### src/rtl/core/rvref_pkg.sv
// Shared types, widths, register codes and the LFSR step for the
// random victim selector with recent-eviction filter. No dependencies.
`timescale 1ns / 1ps

package rvref_pkg;

    localparam int HISTORY_DEPTH_DEF = 32;
    localparam int SLOT_BITS_DEF     = 16;

    localparam int TOTAL_SLOTS_W = 17;
    localparam int HIST_LEN_W    = 6;
    localparam int MAX_RETRY_W   = 8;
    localparam int LFSR_W        = 32;
    localparam int TAG_W         = 8;
    localparam int RETRY_W       = 9;
    localparam int CFG_IDX_W     = 2;
    localparam int CFG_DATA_W    = 32;

    localparam logic [LFSR_W-1:0]        LFSR_TAPS       = 32'h8020_0003;
    localparam logic [TOTAL_SLOTS_W-1:0] TOTAL_SLOTS_RST = 17'd65536;
    localparam logic [HIST_LEN_W-1:0]    HIST_LEN_RST    = 6'd32;
    localparam logic [MAX_RETRY_W-1:0]   MAX_RETRY_RST   = 8'd5;
    localparam logic [LFSR_W-1:0]        LFSR_SEED_RST   = 32'd1;

    typedef enum logic [CFG_IDX_W-1:0] {
        CFG_TOTAL_SLOTS = 2'd0,
        CFG_HISTORY_LEN = 2'd1,
        CFG_RETRY_LIMIT = 2'd2,
        CFG_LFSR_SEED   = 2'd3
    } t_cfg_idx;

    typedef enum logic [4:0] {
        S_IDLE = 5'b00001,
        S_DIV  = 5'b00010,
        S_SRCH = 5'b00100,
        S_PUSH = 5'b01000,
        S_OUT  = 5'b10000
    } t_state;

    function automatic logic [LFSR_W-1:0] lfsr_next(input logic [LFSR_W-1:0] v);
        logic [LFSR_W-1:0] s;
        s = v >> 1;
        if (v[0]) begin
            s = s ^ LFSR_TAPS;
        end
        return s;
    endfunction

endpackage

### src/rtl/core/rvref_ring_mem.sv
// Recent-victim ring storage: one write port, one registered read port.
// Depends on nothing.
`timescale 1ns / 1ps

module rvref_ring_mem #(
    parameter int DEPTH = 32,
    parameter int WIDTH = 16
) (
    input  logic                     i_clk,
    input  logic                     i_we,
    input  logic [$clog2(DEPTH)-1:0] i_waddr,
    input  logic [WIDTH-1:0]         i_wdata,
    input  logic [$clog2(DEPTH)-1:0] i_raddr,
    output logic [WIDTH-1:0]         o_rdata
);

    logic [WIDTH-1:0] r_mem [DEPTH];
    logic [WIDTH-1:0] r_rdata;

    always_ff @(posedge i_clk) begin
        if (i_we) begin
            r_mem[i_waddr] <= i_wdata;
        end
    end

    always_ff @(posedge i_clk) begin
        r_rdata <= r_mem[i_raddr];
    end

    assign o_rdata = r_rdata;

endmodule

### src/rtl/core/rvref_mod_unit.sv
// Bit-serial restoring remainder unit: 32-bit dividend modulo a slot count.
// One quotient bit per cycle; depends on rvref_pkg.
`timescale 1ns / 1ps

module rvref_mod_unit #(
    parameter int SLOT_BITS = 16
) (
    input  logic                        i_clk,
    input  logic                        i_rst_n,
    input  logic                        i_start,
    input  logic [rvref_pkg::LFSR_W-1:0] i_dividend,
    input  logic [SLOT_BITS:0]          i_divisor,
    output logic                        o_done,
    output logic [SLOT_BITS-1:0]        o_rem
);

    localparam int CNT_W = $clog2(rvref_pkg::LFSR_W);

    logic                         r_busy, n_busy;
    logic                         r_done, n_done;
    logic [CNT_W-1:0]             r_cnt, n_cnt;
    logic [rvref_pkg::LFSR_W-1:0] r_quo, n_quo;
    logic [SLOT_BITS-1:0]         r_rem, n_rem;
    logic [SLOT_BITS:0]           w_trial;

    always_comb begin
        n_busy  = r_busy;
        n_done  = 1'b0;
        n_cnt   = r_cnt;
        n_quo   = r_quo;
        n_rem   = r_rem;
        w_trial = {r_rem, r_quo[rvref_pkg::LFSR_W-1]};
        if (i_start) begin
            n_busy = 1'b1;
            n_cnt  = '0;
            n_quo  = i_dividend;
            n_rem  = '0;
        end else if (r_busy) begin
            n_quo = {r_quo[rvref_pkg::LFSR_W-2:0], 1'b0};
            if (w_trial >= i_divisor) begin
                n_rem = SLOT_BITS'(w_trial - i_divisor);
            end else begin
                n_rem = SLOT_BITS'(w_trial);
            end
            n_cnt = r_cnt + CNT_W'(1);
            if (r_cnt == CNT_W'(rvref_pkg::LFSR_W - 1)) begin
                n_busy = 1'b0;
                n_done = 1'b1;
            end
        end
    end

    always_ff @(posedge i_clk) begin
        if (!i_rst_n) begin
            r_busy <= 1'b0;
            r_done <= 1'b0;
            r_cnt  <= '0;
        end else begin
            r_busy <= n_busy;
            r_done <= n_done;
            r_cnt  <= n_cnt;
        end
    end

    always_ff @(posedge i_clk) begin
        r_quo <= n_quo;
        r_rem <= n_rem;
    end

    assign o_done = r_done;
    assign o_rem  = r_rem;

endmodule

### src/rtl/core/random_victim_recent_evict_filter_unit.sv
// Fill beats: accepted in S_IDLE, then S_OUT loads the output register. Evictions:
// each pick runs the serial remainder (S_DIV), then opens the scan and compares
// ring entries in turn (S_SRCH), for up to retry limit + 1 picks; then S_PUSH pushes
// and S_OUT posts. One beat in flight; the output register frees the input side.
// Synchronous active-low reset restores register defaults and clears occupancy,
// ring pointers and LFSR (to seed 1); ring contents are not cleared. Uses rvref_pkg.
`timescale 1ns / 1ps

module random_victim_recent_evict_filter_unit #(
    parameter int HISTORY_DEPTH = rvref_pkg::HISTORY_DEPTH_DEF,
    parameter int SLOT_BITS     = rvref_pkg::SLOT_BITS_DEF
) (
    input  logic                             i_clk,
    input  logic                             i_rst_n,
    input  logic                             i_cfg_valid,
    output logic                             o_cfg_ready,
    input  logic [rvref_pkg::CFG_IDX_W-1:0]  i_cfg_index,
    input  logic [rvref_pkg::CFG_DATA_W-1:0] i_cfg_data,
    input  logic                             i_in_valid,
    output logic                             o_in_stall,
    input  logic [rvref_pkg::TAG_W-1:0]      i_request_tag,
    output logic                             o_out_valid,
    input  logic                             i_out_stall,
    output logic                             o_evict_needed,
    output logic [SLOT_BITS-1:0]             o_victim_slot,
    output logic [rvref_pkg::RETRY_W-1:0]    o_retries_taken,
    output logic                             o_forced_repeat,
    output logic [rvref_pkg::TAG_W-1:0]      o_tag_echo
);

    localparam int PTR_W = $clog2(HISTORY_DEPTH);
    localparam int LEN_W = $clog2(HISTORY_DEPTH + 1);
    localparam int OCC_W = SLOT_BITS + 1;
    localparam logic [63:0] SLOT_CAP = 64'd1 << SLOT_BITS;

    rvref_pkg::t_state r_state, n_state;

    logic [rvref_pkg::TOTAL_SLOTS_W-1:0] r_total_slots, n_total_slots;
    logic [rvref_pkg::HIST_LEN_W-1:0]    r_history_len, n_history_len;
    logic [rvref_pkg::MAX_RETRY_W-1:0]   r_retry_limit, n_retry_limit;
    logic [rvref_pkg::LFSR_W-1:0]        r_lfsr, n_lfsr;
    logic [OCC_W-1:0]                    r_occ, n_occ;
    logic [PTR_W-1:0]                    r_head, n_head;
    logic [PTR_W-1:0]                    r_tail, n_tail;
    logic [PTR_W-1:0]                    r_rd_ptr, n_rd_ptr;
    logic                                r_cmp_vld, n_cmp_vld;

    logic [rvref_pkg::TAG_W-1:0]   r_tag, n_tag;
    logic [SLOT_BITS-1:0]          r_pick, n_pick;
    logic [rvref_pkg::RETRY_W-1:0] r_retries, n_retries;
    logic                          r_hit, n_hit;
    logic                          r_evict, n_evict;

    logic                          r_out_vld, n_out_vld;
    logic                          r_o_evict, n_o_evict;
    logic [SLOT_BITS-1:0]          r_o_slot, n_o_slot;
    logic [rvref_pkg::RETRY_W-1:0] r_o_retries, n_o_retries;
    logic                          r_o_hit, n_o_hit;
    logic [rvref_pkg::TAG_W-1:0]   r_o_tag, n_o_tag;

    logic [OCC_W-1:0]             w_limit;
    logic [LEN_W-1:0]             w_len;
    logic [rvref_pkg::LFSR_W-1:0] w_lfsr_nx;
    logic                         w_div_start;
    logic                         w_div_done;
    logic [SLOT_BITS-1:0]         w_div_rem;
    logic                         w_we;
    logic [SLOT_BITS-1:0]         w_rdata;
    logic                         w_issue;
    logic                         w_match;

    function automatic logic [PTR_W-1:0] ptr_inc(input logic [PTR_W-1:0] p,
                                                  input logic [LEN_W-1:0] len);
        logic [LEN_W-1:0] s;
        s = LEN_W'(p) + LEN_W'(1);
        return (s == len) ? '0 : PTR_W'(s);
    endfunction

    always_comb begin
        if (r_total_slots < rvref_pkg::TOTAL_SLOTS_W'(2)) begin
            w_limit = OCC_W'(2);
        end else if (64'(r_total_slots) > SLOT_CAP) begin
            w_limit = OCC_W'(SLOT_CAP);
        end else begin
            w_limit = OCC_W'(r_total_slots);
        end
        if (r_history_len == '0) begin
            w_len = LEN_W'(1);
        end else if (32'(r_history_len) > 32'(HISTORY_DEPTH)) begin
            w_len = LEN_W'(HISTORY_DEPTH);
        end else begin
            w_len = LEN_W'(r_history_len);
        end
    end

    assign w_lfsr_nx = rvref_pkg::lfsr_next(r_lfsr);
    assign w_issue   = (r_rd_ptr != r_tail);
    assign w_match   = r_cmp_vld && (w_rdata == r_pick);

    rvref_mod_unit #(
        .SLOT_BITS (SLOT_BITS)
    ) u_mod (
        .i_clk      (i_clk),
        .i_rst_n    (i_rst_n),
        .i_start    (w_div_start),
        .i_dividend (w_lfsr_nx),
        .i_divisor  (r_occ),
        .o_done     (w_div_done),
        .o_rem      (w_div_rem)
    );

    rvref_ring_mem #(
        .DEPTH (HISTORY_DEPTH),
        .WIDTH (SLOT_BITS)
    ) u_ring (
        .i_clk   (i_clk),
        .i_we    (w_we),
        .i_waddr (r_tail),
        .i_wdata (r_pick),
        .i_raddr (r_rd_ptr),
        .o_rdata (w_rdata)
    );

    always_comb begin
        n_state       = r_state;
        n_total_slots = r_total_slots;
        n_history_len = r_history_len;
        n_retry_limit = r_retry_limit;
        n_lfsr        = r_lfsr;
        n_occ         = r_occ;
        n_head        = r_head;
        n_tail        = r_tail;
        n_rd_ptr      = r_rd_ptr;
        n_cmp_vld     = r_cmp_vld;
        n_tag         = r_tag;
        n_pick        = r_pick;
        n_retries     = r_retries;
        n_hit         = r_hit;
        n_evict       = r_evict;
        n_out_vld     = r_out_vld;
        n_o_evict     = r_o_evict;
        n_o_slot      = r_o_slot;
        n_o_retries   = r_o_retries;
        n_o_hit       = r_o_hit;
        n_o_tag       = r_o_tag;
        w_div_start   = 1'b0;
        w_we          = 1'b0;

        if (i_cfg_valid) begin
            case (rvref_pkg::t_cfg_idx'(i_cfg_index))
                rvref_pkg::CFG_TOTAL_SLOTS: begin
                    n_total_slots = i_cfg_data[rvref_pkg::TOTAL_SLOTS_W-1:0];
                end
                rvref_pkg::CFG_HISTORY_LEN: begin
                    n_history_len = i_cfg_data[rvref_pkg::HIST_LEN_W-1:0];
                    n_head        = '0;
                    n_tail        = '0;
                end
                rvref_pkg::CFG_RETRY_LIMIT: begin
                    n_retry_limit = i_cfg_data[rvref_pkg::MAX_RETRY_W-1:0];
                end
                rvref_pkg::CFG_LFSR_SEED: begin
                    n_lfsr = (i_cfg_data == '0) ? rvref_pkg::LFSR_SEED_RST
                                                : i_cfg_data[rvref_pkg::LFSR_W-1:0];
                end
                default: begin
                end
            endcase
        end

        if (r_out_vld && !i_out_stall) begin
            n_out_vld = 1'b0;
        end

        case (r_state)
            rvref_pkg::S_IDLE: begin
                if (i_in_valid) begin
                    n_tag     = i_request_tag;
                    n_retries = '0;
                    if (r_occ < w_limit) begin
                        n_occ   = r_occ + OCC_W'(1);
                        n_evict = 1'b0;
                        n_pick  = '0;
                        n_hit   = 1'b0;
                        n_state = rvref_pkg::S_OUT;
                    end else begin
                        n_lfsr      = w_lfsr_nx;
                        w_div_start = 1'b1;
                        n_state     = rvref_pkg::S_DIV;
                    end
                end
            end
            rvref_pkg::S_DIV: begin
                if (w_div_done) begin
                    n_pick    = w_div_rem;
                    n_rd_ptr  = r_head;
                    n_cmp_vld = 1'b0;
                    n_state   = rvref_pkg::S_SRCH;
                end
            end
            rvref_pkg::S_SRCH: begin
                if (w_match) begin
                    n_retries = r_retries + rvref_pkg::RETRY_W'(1);
                    if (r_retries == rvref_pkg::RETRY_W'(r_retry_limit)) begin
                        n_hit   = 1'b1;
                        n_state = rvref_pkg::S_PUSH;
                    end else begin
                        n_lfsr      = w_lfsr_nx;
                        w_div_start = 1'b1;
                        n_state     = rvref_pkg::S_DIV;
                    end
                end else if (!w_issue) begin
                    n_hit   = 1'b0;
                    n_state = rvref_pkg::S_PUSH;
                end else begin
                    n_rd_ptr  = ptr_inc(r_rd_ptr, w_len);
                    n_cmp_vld = 1'b1;
                end
            end
            rvref_pkg::S_PUSH: begin
                w_we    = 1'b1;
                n_tail  = ptr_inc(r_tail, w_len);
                if (ptr_inc(r_tail, w_len) == r_head) begin
                    n_head = ptr_inc(r_head, w_len);
                end
                n_evict = 1'b1;
                n_state = rvref_pkg::S_OUT;
            end
            rvref_pkg::S_OUT: begin
                if (!r_out_vld || !i_out_stall) begin
                    n_out_vld   = 1'b1;
                    n_o_evict   = r_evict;
                    n_o_slot    = r_pick;
                    n_o_retries = r_retries;
                    n_o_hit     = r_hit;
                    n_o_tag     = r_tag;
                    n_state     = rvref_pkg::S_IDLE;
                end
            end
            default: begin
                n_state = rvref_pkg::S_IDLE;
            end
        endcase
    end

    always_ff @(posedge i_clk) begin
        if (!i_rst_n) begin
            r_state       <= rvref_pkg::S_IDLE;
            r_total_slots <= rvref_pkg::TOTAL_SLOTS_RST;
            r_history_len <= rvref_pkg::HIST_LEN_RST;
            r_retry_limit <= rvref_pkg::MAX_RETRY_RST;
            r_lfsr        <= rvref_pkg::LFSR_SEED_RST;
            r_occ         <= '0;
            r_head        <= '0;
            r_tail        <= '0;
            r_rd_ptr      <= '0;
            r_cmp_vld     <= 1'b0;
            r_out_vld     <= 1'b0;
        end else begin
            r_state       <= n_state;
            r_total_slots <= n_total_slots;
            r_history_len <= n_history_len;
            r_retry_limit <= n_retry_limit;
            r_lfsr        <= n_lfsr;
            r_occ         <= n_occ;
            r_head        <= n_head;
            r_tail        <= n_tail;
            r_rd_ptr      <= n_rd_ptr;
            r_cmp_vld     <= n_cmp_vld;
            r_out_vld     <= n_out_vld;
        end
    end

    always_ff @(posedge i_clk) begin
        r_tag       <= n_tag;
        r_pick      <= n_pick;
        r_retries   <= n_retries;
        r_hit       <= n_hit;
        r_evict     <= n_evict;
        r_o_evict   <= n_o_evict;
        r_o_slot    <= n_o_slot;
        r_o_retries <= n_o_retries;
        r_o_hit     <= n_o_hit;
        r_o_tag     <= n_o_tag;
    end

    assign o_cfg_ready     = 1'b1;
    assign o_in_stall      = (r_state != rvref_pkg::S_IDLE);
    assign o_out_valid     = r_out_vld;
    assign o_evict_needed  = r_o_evict;
    assign o_victim_slot   = r_o_slot;
    assign o_retries_taken = r_o_retries;
    assign o_forced_repeat = r_o_hit;
    assign o_tag_echo      = r_o_tag;

endmodule

### config.mk
export PLATFORM = sky130hd
export DESIGN_NAME = random_victim_recent_evict_filter_unit
export DESIGN_NICKNAME = d
export VERILOG_FILES = /design/src/rtl/core/rvref_pkg.sv /design/src/rtl/core/rvref_ring_mem.sv /design/src/rtl/core/rvref_mod_unit.sv /design/src/rtl/core/random_victim_recent_evict_filter_unit.sv
export SDC_FILE = /design/constraint.sdc
export NUM_CORES = 1
export LEC_CHECK = 0
export ABC_AREA = 1
export BUFFER_PORTS_ARGS = -buffer_cell sky130_fd_sc_hd__buf_2
export CORE_MARGIN = 2
export CORE_UTILIZATION = 45
export CTS_BUF_LIST = sky130_fd_sc_hd__clkbuf_8
export CTS_CLUSTER_SIZE = 14
export DETAILED_ROUTE_END_ITERATION = 6
export GPL_ROUTABILITY_DRIVEN = 0
export PLACE_DENSITY_LB_ADDON = 0.12
export SLEW_MARGIN = 20
export SYNTH_ARGS = -nofsm -noshare
export SYNTH_HDL_FRONTEND = slang
export SYNTH_SLANG_ARGS = --single-unit
export TNS_END_PERCENT = 10
### constraint.sdc
create_clock -name i_clk -period 7.1 [get_ports i_clk]
set_clock_uncertainty 0.05 [all_clocks]
set_input_delay 1.065 -clock i_clk [delete_from_list [all_inputs] [get_ports i_clk]]
set_output_delay 1.065 -clock i_clk [all_outputs]
set_load 0.005 [all_outputs]
==> results of run 1 <==
-- through the flow --
stage | util, % | worst slack [ns]
3_5_place_dp | 47.5 | 2.49
5_1_grt | 50.9 | 2.10
4_1_cts | 50.9 | 2.51
6_report | 50.9 | 2.53
3_3_place_gp | 47.5 | 2.60
2_1_floorplan | - | 3.64
-- metal layers --
metal / vias to the layer above / track usage [%] / wire length [um] / share of wire, %
met3: 150 / 3.54 / 4930 / 5.7
li1: 10600 / - / - / -
met4: 0 / 8.16 / 2870 / 3.3
met2: 711 / 39.5 / 42000 / 48
met5: - / 0 / 0 / 0
met1: 11200 / 30.9 / 37200 / 43
-- final cells by class --
| class | instances | area (sq um) | share of cell area (%) |
|---|---|---|---|
| clock inverter | 95 | 609 | 1.71 |
| timing repair buffer | 152 | 966 | 2.70 |
| inverter | 162 | 616 | 1.72 |
| antenna | 4 | 10.0 | 0.0280 |
| tap | 940 | 1180 | 3.29 |
| clock buffer | 126 | 1730 | 4.85 |
| multi-input combinational | 1807 | 9360 | 26.2 |
| sequential | 755 | 21300 | 59.5 |
-- registers in the layout, indices dropped and copies added, names as in the netlist, 17 cells and up --
signal / count
r_occ: 17
u_mod.r_quo: 32
u_ring.r_mem: 512
r_total_slots: 17
r_lfsr: 32
-- power breakdown --
group,switching [W],internal [W]
logic,0.000819,0.000355
registers,0.0000838,0.00500
clock network,0.00172,0.00190
-- synth_stat cells (all sizes together), types with 2 or more instances --
| cell | n | share of area [%] |
|---|---|---|
| or2 | 2 | 0.039 |
| o221ai | 92 | 2.5 |
| inv | 160 | 1.9 |
| o21bai | 2 | 0.047 |
| xor2 | 41 | 1.1 |
| nand2 | 372 | 4.4 |
| a21oi | 125 | 2.0 |
| buf | 38 | 0.67 |
| a21o | 3 | 0.071 |
| and3 | 3 | 0.059 |
| dfxtp | 141 | 8.9 |
| nor3 | 31 | 0.55 |
| a21boi | 3 | 0.071 |
| a211oi | 2 | 0.047 |
| clkinv | 2 | 0.024 |
| a221oi | 2 | 0.055 |
| ha | 43 | 1.7 |
| edfxtp | 614 | 58 |
| o22ai | 43 | 0.84 |
| a32oi | 14 | 0.38 |
| a31oi | 16 | 0.31 |
| nand4 | 27 | 0.55 |
| nor2 | 439 | 5.3 |
| nor4 | 13 | 0.26 |
| nand3 | 99 | 1.6 |
| nand3b | 3 | 0.071 |
| o211ai | 12 | 0.31 |
| xnor2 | 16 | 0.44 |
| clkbuf | 125 | 1.5 |
| o21a | 2 | 0.047 |
| nor3b | 4 | 0.094 |
| o21ai | 393 | 6.2 |
-- worst max-delay path, delay by kind of cell, from the launching register on --
family / cells / cell delay [ns]
buffers and inverters: 3 / 1.17
AO/OA/AOI/OAI: 4 / 0.52
flip-flops: 1 / 0.32
AND/OR/NAND/NOR: 11 / 1.92
adder cells (fa/ha/maj): 1 / 0.31
-- worst paths after layout --
check / end / slack, ns / start / cells past startpoint
hold / removal: o_tag_echo[4] / 0.37 / r_tag[4] / 0
setup / recovery: u_mod.r_quo[16] / 2.53 / r_total_slots[9] / 19
hold reg to reg: o_tag_echo[4] / 0.37 / r_tag[4] / 0
setup reg to reg: u_mod.r_quo[16] / 2.53 / r_total_slots[9] / 19
-- logic make-up (layout without fill, tap and decap cells) --
group,after synthesis,in the layout,synth area share (%)
simple gates,994,994,13.0
flops,755,755,66.7
xor+xnor,57,57,1.57
fa+ha+maj,44,44,1.75
buf+inv,325,535,4.05
other cells,1,5,0.0118
compound gates,711,711,12.9
==> flow_summary.ini, run 1 <==
[clock_tree]
cts_tree = done
clock_sinks = 755
clk_path_buf_depth = 3
holdBufCountCts = 0
clkTransAtPathRegs_ns = 0.06
insertion_delay_ns = 0.74
htreeDepth = 3
root_buffer = clkbuf_8
post_cts_buffers = 0
cts_inserted_buffers = 120
cts_resized = 0

[yosys]
netlist_area_sq_um = 31900
ys_async_sr_fraction_pct = 0
synth_edf_count = 614
synthDistinctLibCells = 53
synth_seq_cells = 755
synth.avg_cell_area_sq_um = 11.0
synthCells = 2887
synth_ff_type = edfxtp_1
yosysSeqAreaShare_pct = 66.7
synth_warnings = 0
syn-num-nets = 2978

[floorplanning]
design.core.area_sq_um = 70100
start_util_pct = 45.5
rows = 97
die_h_um = 270
die-area_sq_um = 73000
die_w_um = 270
io_pins = 85

[timing]
post-route-period-util_pct = 64.4
rsz0062_at_grt = false
slew-limit-headroom_pct = 29.2
fmax_ghz = 0.219
tightest_slew_ns = 1.06
fin_tns_setup_ns = 0
setup_viol = 0
hold_viol = 0
hold_slack_ns = 0.367
slew_violations = 0
finalCriticalPeriod_ns = 4.57

[hold_path]
hp-class = reg2reg

[cells_and_area]
layout_common_cells = edfxtp_1, nor2_1, o21ai_0
final_common_cell = edfxtp_1
stdcell_count = 4041
design_area_sq_um = 35700
fillers = 6300
layout-drive-gt1-share_pct = 11.5
synthToLayoutAreaGrowth_pct = 12.1
fin_nets = 3089

[worst_setup_path]
criticalPathCategory = reg2reg
slowest_stage = inv_2
start_kind = register
required_ns = 7.52
slowest_delay_ns = 0.62
path_max_fanout = 48
crit_top_cell = nand2_1
end_kind = register
arrival_ns = 4.99
worstPathCellList = nor2_1, nand2_1, nor3_1, nand3_1, nand2_1, nand2_1, ha_1, nand2_1, inv_1, o21ai_1, a21oi_1, nor2_1, a21boi_1, nand2_1, nand2_1, nand2_2, inv_2, buf_4, o21ai_1

[global_routing]
grt_max_degree = 178
grt_pass1_wl_um = 132000
grtUsageTotal_pct = 23.4
grt_overflow_total = 0
antenna_found_initial = 2
grt_pass1_vias = 22100

[detailed_routing]
wl_per_cell_um = 21.5
avgViaCountPerCell = 5.61
wl_um = 87000
ant_nets = 0
drc = 0
drt_iter0_markers = 1910
drt_pass1_iterations = 5
vias = 22700

[power_and_ir_drop]
total_power_w = 0.00987
power_density_nw_per_um2 = 276
peakVddDrop_v = 0.000187
p_leak_nw = 12.9

[status]
status = completed

[placement]
port_buffers = 83
post_dp_cell_area_sq_um = 33400
post-dp-hpwl_um = 51500
dp.cells = 3815

[job]
maxCapViolCount = 0
No activity file was read; power rests on OpenSTA's default activity.
==> run 2: changes to the inputs <==
--- a/config.mk
+++ b/config.mk
@@ -5,7 +5,7 @@
 export SDC_FILE = /design/constraint.sdc
 export NUM_CORES = 1
 export LEC_CHECK = 0
-export ABC_AREA = 1
+export ABC_AREA = 0
 export BUFFER_PORTS_ARGS = -buffer_cell sky130_fd_sc_hd__buf_2
 export CORE_MARGIN = 2
 export CORE_UTILIZATION = 45
==> constraint.sdc (replaced) <==
create_clock -name i_clk -period 4.3 [get_ports i_clk]
set_clock_uncertainty 0.05 [all_clocks]
set_input_delay 0.645 -clock i_clk [delete_from_list [all_inputs] [get_ports i_clk]]
set_output_delay 0.645 -clock i_clk [all_outputs]
set_load 0.005 [all_outputs]
==> flow_summary.ini, run 2 <==
[cells_and_area]
largest_reg_flops = 512
layout-drive-gt1-share_pct = 24.8
synthToLayoutAreaGrowth_pct = 14.0
layout_common_cells = edfxtp_1, mux4_2, nand2_1
fillers = 5747
top_register = u_ring.r_mem
fin_nets = 2215
final_common_cell = edfxtp_1
design_area_sq_um = 35900
top_regs = u_ring.r_mem (512), r_lfsr (32), u_mod.r_quo (32)

[global_routing]
antenna_found_initial = 1
grt_max_degree = 78
grt_pass1_wl_um = 111000
grt_pass1_vias = 17900
grt_overflow_total = 0
grt_util_met3_pct = 3.76
grt_use_met1_pct = 27.6
grtUsageTotal_pct = 21.3
grtUsageMet2_pct = 36.2
busiest_layer = met2

[placement]
post-dp-hpwl_um = 44200
post_dp_cell_area_sq_um = 33400
port_buffers = 83

[yosys]
yosysSeqAreaShare_pct = 67.6
synth_ff_type = edfxtp_1
synth.avg_cell_area_sq_um = 16.3
synth_common_cells = edfxtp_1, mux4_2, nand2_1
syn-num-nets = 2019
synth_seq_cells = 755
synthCells = 1928
synthMostInstantiatedCell = edfxtp_1
netlist_area_sq_um = 31500
synth_top_area_cell = edfxtp_1
synth_edf_count = 614
synth_area_leaders = edfxtp_1, mux4_2, dfxtp_1, mux2i_1, nand2_1
synthDistinctLibCells = 74
ys_async_sr_fraction_pct = 0
synth_top_area_share_pct = 58.6
synth_warnings = 0

[floorplanning]
start_util_pct = 45.6
die_h_um = 268
die_w_um = 268
io_pins = 85
die-area_sq_um = 72000
rows = 96
design.core.area_sq_um = 68900

[hold_path]
hold_depth = 3
min_from = i_cfg_data[12]
hp-class = in2reg

[clock_tree]
clk_path_buf_depth = 3
clkTransAtPathRegs_ns = 0.06
root_buffer = clkbuf_8
post_cts_buffers = 0
cts_inserted_buffers = 131
clock_sinks = 755
htreeDepth = 4
insertion_delay_ns = 0.76
cts_tree = done

[power_and_ir_drop]
p_leak_nw = 12.4
power_density_nw_per_um2 = 445
peakVddDrop_v = 0.000256

[detailed_routing]
vias = 17500
ant_nets = 0
drc = 0
wl_um = 74800
drt_pass1_iterations = 5
avgViaCountPerCell = 5.54
drt_iter0_markers = 1386
wl_per_cell_um = 23.7

[worst_setup_path]
worstRegToRegCells = 13
arrival_ns = 4.47
worstPathCellList = nor4_1, nand4_1, o21ai_1, buf_4, nand2_1, ha_1, a21oi_1, o21a_1, or4b_1, o32a_1, o2bb2a_4, buf_12, mux2_1
path_max_fanout = 54
worstSetupStartpoint = r_total_slots[2]
path_depth = 13
start_kind = register
regToRegStartpoint = r_total_slots[2]
required_ns = 4.75
cp_top_family = compound AO/OA/AOI/OAI gates
slowest_stage = or4b_1
end_kind = register
criticalPathCategory = reg2reg
critical_path_buf_inv_count = 2
slowest_delay_ns = 0.43

[timing]
fmax_ghz = 0.249
slew_violations = 0
hold_viol = 0
tightest_slew_ns = 1.02
setup_viol = 0
post-route-period-util_pct = 93.4
slew-limit-headroom_pct = 31.3
rsz0062_at_grt = false
finalCriticalPeriod_ns = 4.01
fin_tns_setup_ns = 0

[job]
maxCapViolCount = 0

[status]
status = completed
[run 2: changes by cell type in the layout (fill, tap and decap cells not counted), moves of 60 or more]
cell      previous run  this run
nor2_1             425        56
o21ai_0            380        15
mux4_2               0       160
inv_1              187        78
nand2_1            365       154
o221ai_1            92         2
a21oi_1            123        40
nand3_1             95        35
mux2i_1              0        61
[run 2: final timing paths]
kind | slack [ns] | endpoint
worst max-delay path | 0.29 | u_mod.r_quo[26]
worst min-delay path | 0.15 | r_total_slots[12]
worst max register to register | 0.29 | u_mod.r_quo[26]
worst min register to register | 0.37 | o_tag_echo[0]
[run 2: worst reg2reg max path, delay by kind of cell (launching register included)]
| family | cells | cell delay [ns] |
|---|---|---|
| AO/OA/AOI/OAI | 5 | 1.26 |
| AND/OR/NAND/NOR | 4 | 1.01 |
| buffers and inverters | 2 | 0.45 |
| multiplexers | 1 | 0.41 |
| flip-flops | 1 | 0.32 |
| adder cells (fa/ha/maj) | 1 | 0.29 |
[run 2: per-layer routing]
metal | vias up | routed length, um
li1 | 7952 | -
met1 | 8961 | 31700
met2 | 432 | 37800
met3 | 128 | 3460
met4 | 0 | 1800
met5 | - | 0
[run 2: kinds of logic (layout without fill, tap and decap cells)]
| family | count (synthesis) | after routing | synth area share, % |
|---|---|---|---|
| muxes | 268 | 268 | 15.1 |
| buffers and inverters | 137 | 431 | 1.81 |
| and+or+nand+nor | 441 | 441 | 6.92 |
| other | 1 | 3 | 0.0119 |
| xor gates and xnor gates | 81 | 81 | 2.30 |
| DFF | 755 | 755 | 67.6 |
| AOI/OAI and AO/OA | 201 | 201 | 4.53 |
| adders and majority gates | 44 | 44 | 1.77 |
[run 2: cell type report]
class	instances	area, sq um	share of cell area (%)
flip-flops and latches	755	21300	59.3
multi-input cells	1036	9750	27.2
clock buffers	137	1890	5.26
well taps	931	1160	3.25
repair buffers	164	1130	3.15
clock inverters	94	531	1.48
inverters	36	135	0.377
diodes	2	5.00	0.0140
[run 2: repair_timing]
| action | in CTS | in global routing |
|---|---|---|
| endpoints found under the setup margin | 0 | 21 |
| hold endpoints to repair | 8 | 0 |
| hold buffers | 8 | 0 |
| resized for setup | 0 | 2 |
[run 2: through the flow]
| stage | util [%] | hold WS [ns] | cells | worst slack (ns) | total power, W |
|---|---|---|---|---|---|
| floorplan | - | 0.350 | 1928 | 0.0249 | 0.00958 |
| global placement | 48.4 | 0.352 | 2913 | 0.229 | 0.0100 |
| detailed placement | 48.4 | 0.355 | 2913 | 0.239 | 0.0101 |
| CTS | 52.0 | 0.0849 | 3152 | 0.217 | 0.0161 |
| global route | 52.0 | 0.106 | 3154 | 0.0134 | 0.0167 |
| finish | 52.0 | 0.147 | 3155 | 0.285 | 0.0160 |
[run 2: power by group]
part / leakage [nW] / switching (W) / total (W) / internal (W)
combinational: 4.30 / 0.000951 / 0.00160 / 0.000652
clock: 1.39 / 0.00286 / 0.00605 / 0.00320
sequential: 6.73 / 0.000197 / 0.00832 / 0.00812
